[src/hw/rtl/mdcnp_pkg.sv]
// Shared constants, types and helper functions for the microphone DC notch
// and pre-emphasis block. Used by every module of the block; depends on nothing.
package mdcnp_pkg;

    // Channel count and state store indexing.
    localparam int CHANNELS = 8;
    localparam int CH_IDX_W = (CHANNELS > 1) ? $clog2(CHANNELS) : 1;

    // Field widths fixed by the interface.
    localparam int CH_W    = 3;
    localparam int RAW_W   = 16;
    localparam int OUT_W   = 24;
    localparam int CFG_W   = 16;
    localparam int COEF15_W = 15;

    // Internal Q4.27 state word and the widened sample.
    localparam int STATE_W = 32;
    localparam int X_SHIFT = 12;
    localparam int X_W     = RAW_W + X_SHIFT;

    // Digit-serial multiplier geometry: 16-bit coefficient, 4-bit digits.
    localparam int DIGIT_W   = 4;
    localparam int DIGITS    = 4;
    localparam int COEF_W    = DIGIT_W * DIGITS;
    localparam int DCNT_W    = (DIGITS > 1) ? $clog2(DIGITS) : 1;
    localparam int OPND_W    = STATE_W + 1;
    localparam int PROD_W    = OPND_W + DIGIT_W + 1;
    localparam int HI_W      = PROD_W - DIGIT_W;
    localparam int RND_SHIFT = 15;
    localparam int RND_W     = HI_W + COEF_W - RND_SHIFT + 1;

    // Widths used in the finishing stages.
    localparam int SAT_IN_W = PROD_W;
    localparam int Z_SHIFT  = 7;
    localparam int O_W      = STATE_W - Z_SHIFT + 1;

    // Configuration register indexes.
    localparam int CFG_IDX_W = 2;
    localparam logic [CFG_IDX_W-1:0] CFG_RADIUS  = 2'd0;
    localparam logic [CFG_IDX_W-1:0] CFG_DENOM   = 2'd1;
    localparam logic [CFG_IDX_W-1:0] CFG_PREEMPH = 2'd2;

    // Per-channel filter state.
    typedef struct packed {
        logic signed [STATE_W-1:0] a;
        logic signed [STATE_W-1:0] b;
        logic signed [STATE_W-1:0] prev;
    } t_ch_state;

    // State write request from the sequencer to the state store.
    typedef struct packed {
        logic            we_notch;
        logic            we_pre;
        logic [CH_W-1:0] ch;
        t_ch_state       data;
    } t_st_wr;

    // Saturate a wide signed value to the signed state range.
    function automatic logic signed [STATE_W-1:0] f_sat_state(
        input logic signed [SAT_IN_W-1:0] v
    );
        logic [SAT_IN_W-STATE_W:0] hi;
        logic signed [STATE_W-1:0] res;
        hi = v[SAT_IN_W-1:STATE_W-1];
        if ((&hi) || (~|hi)) begin
            res = v[STATE_W-1:0];
        end else if (v[SAT_IN_W-1]) begin
            res = {1'b1, {(STATE_W-1){1'b0}}};
        end else begin
            res = {1'b0, {(STATE_W-1){1'b1}}};
        end
        return res;
    endfunction

endpackage

[src/hw/rtl/mdcnp_dmul.sv]
// Digit-serial signed-by-unsigned multiplier with round-half-up by 2^15.
// Depends on mdcnp_pkg for its widths.
module mdcnp_dmul import mdcnp_pkg::*; (
    input  logic                     i_clk,
    input  logic                     i_load,
    input  logic                     i_step,
    input  logic signed [OPND_W-1:0] i_opnd,
    input  logic [COEF_W-1:0]        i_coef,
    output logic signed [RND_W-1:0]  o_round
);

    logic signed [OPND_W-1:0]  r_opnd;
    logic [COEF_W-1:0]         r_coef;
    logic signed [HI_W-1:0]    r_hi;
    logic [COEF_W-1:0]         r_lo;

    logic [DIGIT_W-1:0]        w_digit;
    logic signed [PROD_W-1:0]  w_prod;
    logic signed [PROD_W-1:0]  w_t;
    logic signed [HI_W+COEF_W-RND_SHIFT-1:0] w_floor;

    // One coefficient digit per cycle while i_step is high, least significant first.
    always_comb begin
        w_digit = r_coef[DIGIT_W-1:0];
        w_prod  = r_opnd * $signed({1'b0, w_digit});
        w_t     = PROD_W'(r_hi) + w_prod;
    end

    // Upper part stays in the accumulator; the finished low digit shifts out.
    always_ff @(posedge i_clk) begin
        if (i_load) begin
            r_opnd <= i_opnd;
            r_coef <= i_coef;
            r_hi   <= '0;
            r_lo   <= '0;
        end else if (i_step) begin
            r_hi   <= w_t[PROD_W-1:DIGIT_W];
            r_lo   <= {w_t[DIGIT_W-1:0], r_lo[COEF_W-1:DIGIT_W]};
            r_coef <= r_coef >> DIGIT_W;
        end
    end

    // Rounding half up adds the first discarded bit to the floor.
    always_comb begin
        w_floor = {r_hi, r_lo[COEF_W-1:RND_SHIFT]};
        o_round = RND_W'(w_floor)
                + $signed({{(RND_W-1){1'b0}}, r_lo[RND_SHIFT-1]});
    end

endmodule

[src/hw/rtl/mdcnp_chstate.sv]
// Per-channel filter state store: notch memory and previous pre-emphasis input.
// Depends on mdcnp_pkg for the state types and channel count.
module mdcnp_chstate import mdcnp_pkg::*; (
    input  logic            i_clk,
    input  logic            i_rst_n,
    input  logic [CH_W-1:0] i_rd_ch,
    output t_ch_state       o_rd,
    output logic            o_rd_ok,
    input  t_st_wr          i_wr
);

    t_ch_state r_mem [CHANNELS];

    logic [CH_IDX_W-1:0] w_rd_idx;
    logic [CH_IDX_W-1:0] w_wr_idx;

    // A channel beyond the store reads as all-zero state.
    always_comb begin
        w_rd_idx = CH_IDX_W'(i_rd_ch);
        o_rd_ok  = (int'(i_rd_ch) < CHANNELS);
        o_rd     = o_rd_ok ? r_mem[w_rd_idx] : '0;
    end

    assign w_wr_idx = CH_IDX_W'(i_wr.ch);

    // Reset clears every channel; writes update only the enabled stage.
    always_ff @(posedge i_clk) begin
        if (!i_rst_n) begin
            for (int i = 0; i < CHANNELS; i++) begin
                r_mem[i] <= '0;
            end
        end else begin
            if (i_wr.we_notch) begin
                r_mem[w_wr_idx].a <= i_wr.data.a;
                r_mem[w_wr_idx].b <= i_wr.data.b;
            end
            if (i_wr.we_pre) begin
                r_mem[w_wr_idx].prev <= i_wr.data.prev;
            end
        end
    end

endmodule

[src/hw/rtl/mic_dc_notch_preemphasis.sv]
// Top level of the microphone DC notch and pre-emphasis conditioner.
// Depends on mdcnp_pkg, mdcnp_dmul and mdcnp_chstate.
//
// Usage: one 16-bit sample with its channel tag enters on the input channel
// (i_in_valid / o_in_stall) and one Q3.20 result leaves on the output channel
// (o_out_valid / i_out_stall). An item moves at a clock edge where valid is
// high and stall is low. Configuration is written through i_cfg_we,
// i_cfg_index and i_cfg_data while no item is in flight.
// Flow: an item is accepted only while the block is idle, so a new item is
// taken only after the previous result has been loaded into the output
// register. After the accept the three products run in parallel on
// digit-serial multipliers, one 4-bit digit of the 16-bit coefficients per
// cycle, and then the item passes through four finishing stages.
// Stall: while a result waits in the output register the next item is still
// accepted and computed; it waits in its last stage until the output
// register frees.
// Reset: synchronous, active low; clears all channel state, the
// configuration registers (both stages bypassed) and the output valid.
module mic_dc_notch_preemphasis import mdcnp_pkg::*; (
    input  logic                     i_clk,
    input  logic                     i_rst_n,
    input  logic                     i_cfg_we,
    input  logic [CFG_IDX_W-1:0]     i_cfg_index,
    input  logic [CFG_W-1:0]         i_cfg_data,
    input  logic                     i_in_valid,
    output logic                     o_in_stall,
    input  logic [CH_W-1:0]          i_mic_channel,
    input  logic signed [RAW_W-1:0]  i_raw_sample,
    input  logic                     i_block_last,
    output logic                     o_out_valid,
    input  logic                     i_out_stall,
    output logic [CH_W-1:0]          o_out_channel,
    output logic signed [OUT_W-1:0]  o_clean_sample,
    output logic                     o_clipped,
    output logic                     o_out_block_last
);

    typedef enum logic [5:0] {
        S_IDLE = 6'b000001,
        S_MUL  = 6'b000010,
        S_FIN1 = 6'b000100,
        S_FIN2 = 6'b001000,
        S_FIN3 = 6'b010000,
        S_FIN4 = 6'b100000
    } t_state;

    t_state r_state;
    t_state n_state;
    logic [DCNT_W-1:0] r_dcnt;

    logic [COEF15_W-1:0] r_radius;
    logic [CFG_W-1:0]    r_denom;
    logic [COEF15_W-1:0] r_preemph;

    logic [CH_W-1:0]          r_ch;
    logic                     r_last;
    logic                     r_chv;
    logic signed [X_W-1:0]    r_x;
    logic signed [OPND_W-1:0] r_bx;
    logic signed [RND_W-1:0]  r_yr;
    logic signed [RND_W-1:0]  r_dr;
    logic signed [RND_W-1:0]  r_pr;
    logic signed [STATE_W-1:0] r_na;
    logic signed [STATE_W-1:0] r_nb;
    logic signed [STATE_W-1:0] r_y;
    logic signed [STATE_W-1:0] r_z;

    logic                     r_out_valid;
    logic [CH_W-1:0]          r_out_ch;
    logic signed [OUT_W-1:0]  r_out_sample;
    logic                     r_out_clip;
    logic                     r_out_last;

    logic                      w_in_acc;
    logic                      w_slot;
    logic                      w_notch_en;
    logic                      w_pre_en;
    t_ch_state                 w_rd;
    logic                      w_rd_ok;
    t_st_wr                    w_wr;
    logic signed [X_W-1:0]     w_x;
    logic signed [X_W:0]       w_x2;
    logic signed [OPND_W-1:0]  w_v;
    logic signed [OPND_W-1:0]  w_bx;
    logic signed [OPND_W-1:0]  w_prev;
    logic signed [RND_W-1:0]   w_rnd_r;
    logic signed [RND_W-1:0]   w_rnd_d;
    logic signed [RND_W-1:0]   w_rnd_p;
    logic signed [STATE_W-1:0] w_z;
    logic signed [O_W-1:0]     w_o;
    logic                      w_clip;
    logic signed [OUT_W-1:0]   w_out;

    // Handshake and stage enables.
    assign o_in_stall = (r_state != S_IDLE);
    assign w_in_acc   = i_in_valid && (r_state == S_IDLE);
    assign w_slot     = !r_out_valid || !i_out_stall;
    assign w_notch_en = (r_radius != '0);
    assign w_pre_en   = (r_preemph != '0);

    // Configuration registers.
    always_ff @(posedge i_clk) begin
        if (!i_rst_n) begin
            r_radius  <= '0;
            r_denom   <= '0;
            r_preemph <= '0;
        end else if (i_cfg_we) begin
            case (i_cfg_index)
                CFG_RADIUS:  r_radius  <= i_cfg_data[COEF15_W-1:0];
                CFG_DENOM:   r_denom   <= i_cfg_data;
                CFG_PREEMPH: r_preemph <= i_cfg_data[COEF15_W-1:0];
                default: begin
                end
            endcase
        end
    end

    mdcnp_chstate u_chstate (
        .i_clk   (i_clk),
        .i_rst_n (i_rst_n),
        .i_rd_ch (i_mic_channel),
        .o_rd    (w_rd),
        .o_rd_ok (w_rd_ok),
        .i_wr    (w_wr)
    );

    // Widen the sample to Q4.27 and form the notch sums at accept.
    always_comb begin
        w_x    = $signed({i_raw_sample, {X_SHIFT{1'b0}}});
        w_x2   = $signed({w_x, 1'b0});
        w_v    = OPND_W'(w_rd.a) + OPND_W'(w_x);
        w_bx   = OPND_W'(w_rd.b) - OPND_W'(w_x2);
        w_prev = OPND_W'(w_rd.prev);
    end

    mdcnp_dmul u_mul_radius (
        .i_clk   (i_clk),
        .i_load  (w_in_acc),
        .i_step  (r_state == S_MUL),
        .i_opnd  (w_v),
        .i_coef  ({1'b0, r_radius}),
        .o_round (w_rnd_r)
    );

    mdcnp_dmul u_mul_denom (
        .i_clk   (i_clk),
        .i_load  (w_in_acc),
        .i_step  (r_state == S_MUL),
        .i_opnd  (w_v),
        .i_coef  (r_denom),
        .o_round (w_rnd_d)
    );

    mdcnp_dmul u_mul_preemph (
        .i_clk   (i_clk),
        .i_load  (w_in_acc),
        .i_step  (r_state == S_MUL),
        .i_opnd  (w_prev),
        .i_coef  ({1'b0, r_preemph}),
        .o_round (w_rnd_p)
    );

    // Sequencer: accept, one step per coefficient digit, then the finishing stages.
    always_comb begin
        n_state = r_state;
        case (r_state)
            S_IDLE: begin
                if (w_in_acc) begin
                    n_state = S_MUL;
                end
            end
            S_MUL: begin
                if (r_dcnt == DCNT_W'(DIGITS - 1)) begin
                    n_state = S_FIN1;
                end
            end
            S_FIN1: n_state = S_FIN2;
            S_FIN2: n_state = S_FIN3;
            S_FIN3: n_state = S_FIN4;
            S_FIN4: begin
                if (w_slot) begin
                    n_state = S_IDLE;
                end
            end
            default: n_state = S_IDLE;
        endcase
    end

    always_ff @(posedge i_clk) begin
        if (!i_rst_n) begin
            r_state <= S_IDLE;
            r_dcnt  <= '0;
        end else begin
            r_state <= n_state;
            if (r_state == S_MUL) begin
                r_dcnt <= r_dcnt + 1'b1;
            end else begin
                r_dcnt <= '0;
            end
        end
    end

    // Item fields and notch sums captured at accept.
    always_ff @(posedge i_clk) begin
        if (w_in_acc) begin
            r_ch   <= i_mic_channel;
            r_last <= i_block_last;
            r_chv  <= w_rd_ok;
            r_x    <= w_x;
            r_bx   <= w_bx;
        end
    end

    // Pre-emphasis result and the output rounding to Q3.20.
    always_comb begin
        if (w_pre_en) begin
            w_z = f_sat_state(SAT_IN_W'(r_y) - SAT_IN_W'(r_pr));
        end else begin
            w_z = r_y;
        end
        w_o    = O_W'($signed(r_z[STATE_W-1:Z_SHIFT]))
               + $signed({{(O_W-1){1'b0}}, r_z[Z_SHIFT-1]});
        w_clip = !((&w_o[O_W-1:OUT_W-1]) || (~|w_o[O_W-1:OUT_W-1]));
        if (!w_clip) begin
            w_out = w_o[OUT_W-1:0];
        end else if (w_o[O_W-1]) begin
            w_out = {1'b1, {(OUT_W-1){1'b0}}};
        end else begin
            w_out = {1'b0, {(OUT_W-1){1'b1}}};
        end
    end

    // Finishing stages: rounded products, notch update, pre-emphasis.
    always_ff @(posedge i_clk) begin
        if (r_state == S_FIN1) begin
            r_yr <= w_rnd_r;
            r_dr <= w_rnd_d;
            r_pr <= w_rnd_p;
        end
        if (r_state == S_FIN2) begin
            r_na <= f_sat_state(SAT_IN_W'(r_bx) + SAT_IN_W'($signed({r_yr, 1'b0})));
            r_nb <= f_sat_state(SAT_IN_W'(r_x) - SAT_IN_W'(r_dr));
            if (w_notch_en) begin
                r_y <= f_sat_state(SAT_IN_W'(r_yr));
            end else begin
                r_y <= STATE_W'(r_x);
            end
        end
        if (r_state == S_FIN3) begin
            r_z <= w_z;
        end
    end

    // State write-back; a disabled stage or an unknown channel keeps its state.
    always_comb begin
        w_wr.we_notch  = (r_state == S_FIN3) && w_notch_en && r_chv;
        w_wr.we_pre    = (r_state == S_FIN3) && w_pre_en && r_chv;
        w_wr.ch        = r_ch;
        w_wr.data.a    = r_na;
        w_wr.data.b    = r_nb;
        w_wr.data.prev = r_y;
    end

    // Output register: loads when free or being emptied this cycle.
    always_ff @(posedge i_clk) begin
        if (!i_rst_n) begin
            r_out_valid <= 1'b0;
        end else if ((r_state == S_FIN4) && w_slot) begin
            r_out_valid <= 1'b1;
        end else if (!i_out_stall) begin
            r_out_valid <= 1'b0;
        end
    end

    always_ff @(posedge i_clk) begin
        if ((r_state == S_FIN4) && w_slot) begin
            r_out_ch     <= r_ch;
            r_out_sample <= w_out;
            r_out_clip   <= w_clip;
            r_out_last   <= r_last;
        end
    end

    assign o_out_valid      = r_out_valid;
    assign o_out_channel    = r_out_ch;
    assign o_clean_sample   = r_out_sample;
    assign o_clipped        = r_out_clip;
    assign o_out_block_last = r_out_last;

endmodule
[config.mk]
export PLATFORM = sky130hd
export DESIGN_NAME = mic_dc_notch_preemphasis
export DESIGN_NICKNAME = d
export VERILOG_FILES = /design/src/hw/rtl/mdcnp_pkg.sv /design/src/hw/rtl/mdcnp_dmul.sv /design/src/hw/rtl/mdcnp_chstate.sv /design/src/hw/rtl/mic_dc_notch_preemphasis.sv
export SDC_FILE = /design/constraint.sdc
export NUM_CORES = 2
export LEC_CHECK = 0
export ABC_AREA = 1
export BUFFER_PORTS_ARGS = -buffer_cell sky130_fd_sc_hd__buf_2
export CAP_MARGIN = 20
export CORE_MARGIN = 3
export CORE_UTILIZATION = 45
export DETAILED_ROUTE_END_ITERATION = 10
export SLEW_MARGIN = 20
export SYNTH_ARGS = -nofsm -noshare
export SYNTH_HDL_FRONTEND = slang
export SYNTH_SLANG_ARGS = --single-unit
[constraint.sdc]
create_clock -name i_clk -period 16.3 [get_ports i_clk]
set_input_delay 3.26 -clock i_clk [delete_from_list [all_inputs] [get_ports i_clk]]
set_output_delay 3.26 -clock i_clk [all_outputs]
set_load 0.02 [all_outputs]
# --- Word level (Yosys, flattened, before mapping) ---
# Memory sizes are Yosys's and may differ from the RTL's.
# Cells that the tools add are included.
word_totals:
  register_bits: 634
  ram_bits: 768
  inputBits: 43
  out_inout_bits: 31
  word_cells: 136
  n_memories: 1
memory_table:
  columns: ["memory", "words", "word_bits", "rd", "rd_clocked_by_memory_dff", "wr", "line", "text"]
  rows:
  - ["u_chstate.r_mem", 8, 96, 1, 0, 8, "mdcnp_chstate.sv:12", "t_ch_state r_mem [CHANNELS];"]
classes:
  addsub: 13
  n_mul: 3
  n_eq_ne: 14
  n_mux: 34
  n_reduce_logical: 38
op_table:
  columns: ["op", "n"]
  rows:
  - ["$mux W32", 10]
  - ["$add A35 B2 Y36", 3]
  - ["$mux W96", 1]
  - ["$reduce_or A96 Y1", 1]
  - ["$add A34 B38 Y38", 2]
  - ["$mul A33 B5 Y38", 2]
  - ["$mux W15", 4]
  - ["$mux W24", 2]
  - ["$add A33 B37 Y38", 1]
  - ["$add A34 B37 Y38", 1]
  - ["$mul A32 B5 Y37", 1]
  - ["$sub A28 B36 Y37", 1]
  - ["$sub A32 B36 Y37", 1]
  - ["$pmux W6 S6", 1]
  - ["$add A32 B28 Y33", 1]
  - ["$sub A32 B29 Y33", 1]
  - ["$mux W16", 2]
  - ["$reduce_bool A15 Y1", 2]
  - ["$add A25 B2 Y26", 1]
  - ["$reduce_and A7 Y1", 3]
  - ["$reduce_or A7 Y1", 3]
  - ["$mux W6", 3]
  - ["$mux W1", 9]
  - ["$logic_not A1 Y1", 8]
  - ["23 further kinds", 38]

# --- Depth between registers and ports, before layout ---
logic_depth:
  depth_word: 7
  ltp_mapped: 24
  depth_no_buf: 22

# --- Hierarchy ---
# A second synthesis with hierarchy kept.
hier_totals:
  cells_unflattened: 11160
  hier_area_um2: 89646.0
modules_own_cells:
  columns: ["module", "instances", "cells_per_inst", "area_per_inst_um2", "seq_area_each_um2"]
  rows:
  - ["mdcnp_chstate", 1, 4308, 37103.1, 23062.1]
  - ["mic_dc_notch_preemphasis", 1, 2572, 21973.6, 10500.1]
  - ["mdcnp_dmul at u_mul_denom", 1, 1426, 10208.5, 2192.1]
  - ["mdcnp_dmul at u_mul_radius", 1, 1427, 10197.3, 2192.1]
  - ["mdcnp_dmul at u_mul_preemph", 1, 1427, 10163.5, 2192.1]

# --- Least setup slack after synthesis ---
# Ideal clock, no wire load.
synth_path:
  path_type: "flip-flop to flip-flop"
  from: "register r_state[5]"
  to: "register r_state[0]"
  setup_time_ns: 0.132
  arrival_time_ns: 11.616
  required_ns: 16.168
  setup_slack_ns: 4.552
  stages_incl_launch_ff: 7
  path_buffers: 0
  synth_period_minus_slack_ns: 11.748
  cell_sequence: "dfxtp_1 > nor2_1 > inv_1 > nor4_1 > nor2_1 > nand2_1 > nand3_1"
synth_via:
  elab_chain_cells: 4
  word_cells_on_any_way: 12
  cone_classes: "9 x eq/ne; 1 x mux; 2 x reduce/logical"
synth_lines:
  columns: ["element", "line", "text"]
  rows:
  - ["start: declaration", "mic_dc_notch_preemphasis.sv:47", "t_state r_state;"]
  - ["start signal: assignment", "mic_dc_notch_preemphasis.sv:194", "r_state <= n_state;"]
  - ["$eq A6 B1 Y1", "mic_dc_notch_preemphasis.sv:96, mic_dc_notch_preemphasis.sv:166", null]
  - ["$logic_and A1 B1 Y1", "mic_dc_notch_preemphasis.sv:96", "assign w_in_acc = i_in_valid && (r_state == S_IDLE);"]
  - ["$ne A2 B1 Y1 (no line)", null, null]
  - ["$reduce_and A3 Y1 (no line)", null, null]
# Several ways; a longest one is shown, not always the timed one.
# A chain may end at the register's enable or synchronous reset.

# --- Final worst setup path ---
layout_path:
  from: "input port i_mic_channel[0]"
  to: "register r_bx[27], data pin"
layout_via:
  elab_chain_cells: 2
layout_lines:
  columns: ["element", "line", "text"]
  rows:
  - ["start: declaration", "mic_dc_notch_preemphasis.sv:27", "input logic [CH_W-1:0] i_mic_channel,"]
  - ["$mem_v2 Z8 W96", null, null]
  - ["$sub A32 B29 Y33", "mic_dc_notch_preemphasis.sv:132", "w_bx = OPND_W'(w_rd.b) - OPND_W'(w_x2);"]
  - ["via w_bx[27]", "mic_dc_notch_preemphasis.sv:84", "logic signed [OPND_W-1:0] w_bx;"]
  - ["end signal: assignment", "mic_dc_notch_preemphasis.sv:210", "r_bx <= w_bx;"]
  - ["end: declaration", "mic_dc_notch_preemphasis.sv:59", "logic signed [OPND_W-1:0] r_bx;"]
# The timed path passes the listed nets, and every way through them passes these cells.

==> results.yml <==
run_status:
  status: "completed"
placed_design:
  routabilityCongestion: 0.929
  portBuffers: 73
  hpwl_um: 177000
  dp_cells: 11600
  place_ws_ps: 8330
finish:
  fin_nets: 10000
  drive_gt1_share_pct: 5.04
  syn2layout_area_growth_pct: 9.12
  postLayoutCoreUtil_pct: 49.7
  fin_cells: 11900
  fill_cells: 17300
critical_path:
  crit_path_start_kind: "primary input"
  rr_worst_depth: 23
  critPathLaunch: "i_mic_channel[0]"
  r2r_end: "u_mul_radius.r_hi[24]"
  worstSetupEndpointType: "register"
  worst_ep_required_time_ps: 16840
  r2r_start: "u_mul_radius.r_coef[0]"
  critPathMaxFanout: 187
  critPathKind: "in -> reg"
  cp.arrival_ps: 7560
  crit_path_end: "r_bx[27]"
  rrSetupSlack_ps: 11140
sta:
  hold_violations: 0
  setup_viol: 0
  grt_setup_unrepaired: "no"
  fin_worst_skew_ps: 42.7
  slew_headroom_pct: 27.8
  fin_crit_sh_pct: 43.1
  period_minus_slack_ps: 7020
  timing.final.ws_setup_ps: 9280
  fmax_mhz: 142
  worst_pin_slew_ps: 1080
  slew_viol_final: 0
  setup-tns-final_ps: 0
power:
  p_per_area_nw_per_um2: 174
  p_leak_nw: 40.5
  p_total_w: 0.0157
  vdd_drop_max_mv: 0.159
synth:
  yosys_warnings: 0
  synthCells: 9434
  synth.area.top_cells: "edfxtp_1 43%, nor2_1 8.7%, fa_1 7.3%"
  syn-num-nets: 10100
  ys_types: 63
  synth_edf_count: 1191
  yosysTopAreaCellShare_pct: 43.2
  syn-cell-area_sq_um: 82700
  ys_seq_elements: 1354
  ys_top_cells_by_count: "1925 x nor2_1, 1553 x nand2_1, 1370 x inv_1"
  synthArstFlopShare_pct: 0
  avgSynthCellArea_sq_um: 8.77
  ys.flop_type: "edfxtp_1"
  yosysMostFrequentCell: "nor2_1"
  synth-seq-area-share_pct: 47.2
  synth_top_area_cell: "edfxtp_1"
clock_network:
  cts_buffer_depth: 3
  htreeDepth: 4
  cts_buffers: 152
  clock_latency_ps: 810
  clkTransAtPathRegs_ps: 60
  cts_setup_buffers: 0
  cts_tree: "done"
  cts_root_buf: "clkbuf_16"
  cts.sinks: 1354
  postCtsHoldBufs: 0
  ctsResizeCount: 0
die:
  ios: 74
  die_width_um: 435
  start_util_pct: 45.5
  die_area_sq_um: 189000
  die_h_um: 435
  fp-row-count: 156
  core_area_sq_um: 182000
drt:
  ant_nets: 0
  vias: 64300
  first_pass_iters: 5
  wire_per_inst_um: 20.8
  drc: 0
  drtIter0Drc: 5489
  wl_um: 248000
  viasPerCell: 5.40
grt:
  antenna_found_initial: 0
  grt_pass1_wl_um: 378000
  grt_overflow: 0
  first_global_vias: 63200
  track_usage_pct: 25.8
  grt_max_degree: 196
job:
  drv_cap: 0
hold_path:
  hold_path.class: "reg -> reg"
==> per-layer routing <==
layer,global-route usage (%),share of wire (%),vias to the layer above,wire length (um)
met5,0,0,-,0
met1,33.9,42,31300,104000
met3,3.07,5.6,430,13800
li1,-,-,30500,-
met4,9.46,3.9,0,9640
met2,44.0,48,2020,120000
==> final cells by class <==
cell class / instances / area, sq um / area share, %
flip-flops and latches: 1354 / 39000 / 43.2
clock inverters: 88 / 1010 / 1.11
well taps: 2449 / 3060 / 3.39
diodes: 1 / 2.50 / 0.00277
repair buffers: 143 / 965 / 1.07
clock buffers: 185 / 4020 / 4.45
multi-input cells: 6310 / 37000 / 41.0
inverters: 1377 / 5190 / 5.75
==> power by group <==
group	internal, W	total, W	switching, W
Clock	0.00204	0.00350	0.00147
Combinational	0.00266	0.00779	0.00513
Sequential	0.00414	0.00446	0.000319
==> logic make-up (layout without fill, tap and decap cells) <==
family	Yosys count	after routing	share of synthesized area (%)
XOR/XNOR	298	298	3.16
other	0	1	0
buffers and inverters	1770	1793	8.30
AND/OR/NAND/NOR	3939	3939	19.0
adder cells (fa/ha/maj)	664	664	12.8
AO/OA/AOI/OAI	1409	1409	9.53
flip-flops	1354	1354	47.2
==> worst max-delay path, stage by stage <==
cell and delay [ps]:
buf_8 260, inv_8 550, buf_12 530, o21ai_0 190, o22ai_1 170, inv_1 60
o21ai_0 330, inv_1 110, fa_1 440, o31ai_1 390, nand3_1 120, nand2_1 120
a21boi_0 170, o21ai_0 300, nand2_1 140, a31oi_1 180, xor2_1 90
==> sequential cells by signal (all words and copies together), names as in the netlist, 33 cells and up <==
signal / cells
u_mul_denom.r_hi: 34
u_mul_radius.r_hi: 34
r_bx: 33
r_dr: 36
u_chstate.r_mem: 768
u_mul_preemph.r_hi: 34
r_pr: 36
r_yr: 36
u_mul_radius.r_opnd: 33
==> worst min path at each step <==
stage               cells after the start          endpoint       from
CTS                                     0  o_out_block_last     r_last
detailed placement                      0  o_out_block_last     r_last
floorplan                               0  o_out_block_last     r_last
global route                            0  o_out_block_last     r_last
finish                                  0  o_out_block_last     r_last
global placement                        1         r_dcnt[0]  r_dcnt[0]
==> layout by cell type, fill, tap and decap left out, drive strengths merged, types with 8 or more instances in the layout <==
| master | Yosys | routed |
|---|---|---|
| o21bai | 20 | 20 |
| clkbuf | 280 | 185 |
| a21boi | 9 | 9 |
| nand2 | 1561 | 1561 |
| a21oi | 371 | 371 |
| edfxtp | 1191 | 1191 |
| o22ai | 99 | 99 |
| inv | 1373 | 1381 |
| o21a | 14 | 14 |
| a31oi | 124 | 124 |
| o221ai | 11 | 11 |
| ha | 362 | 362 |
| nand3b | 8 | 8 |
| clkinv | 4 | 63 |
| nor2 | 1943 | 1943 |
| bufinv | 0 | 17 |
| o21ai | 621 | 621 |
| o211ai | 76 | 76 |
| dfxtp | 163 | 163 |
| nand4 | 50 | 50 |
| or2 | 16 | 16 |
| xnor2 | 80 | 80 |
| fa | 302 | 302 |
| nor4 | 26 | 26 |
| nor3 | 85 | 85 |
| xor2 | 218 | 218 |
| a21o | 42 | 42 |
| nand3 | 236 | 236 |
| buf | 113 | 143 |
==> metrics by stage <==
stage | cell area, sq um | hold slack [ps]
finish | 90300 | 434
CTS | 90200 | 438
detailed placement | 85200 | 407
global route | 90300 | 460
floorplan | 82700 | 400
global placement | 85200 | 418
Note: power is estimated with default switching activity, not from simulation.
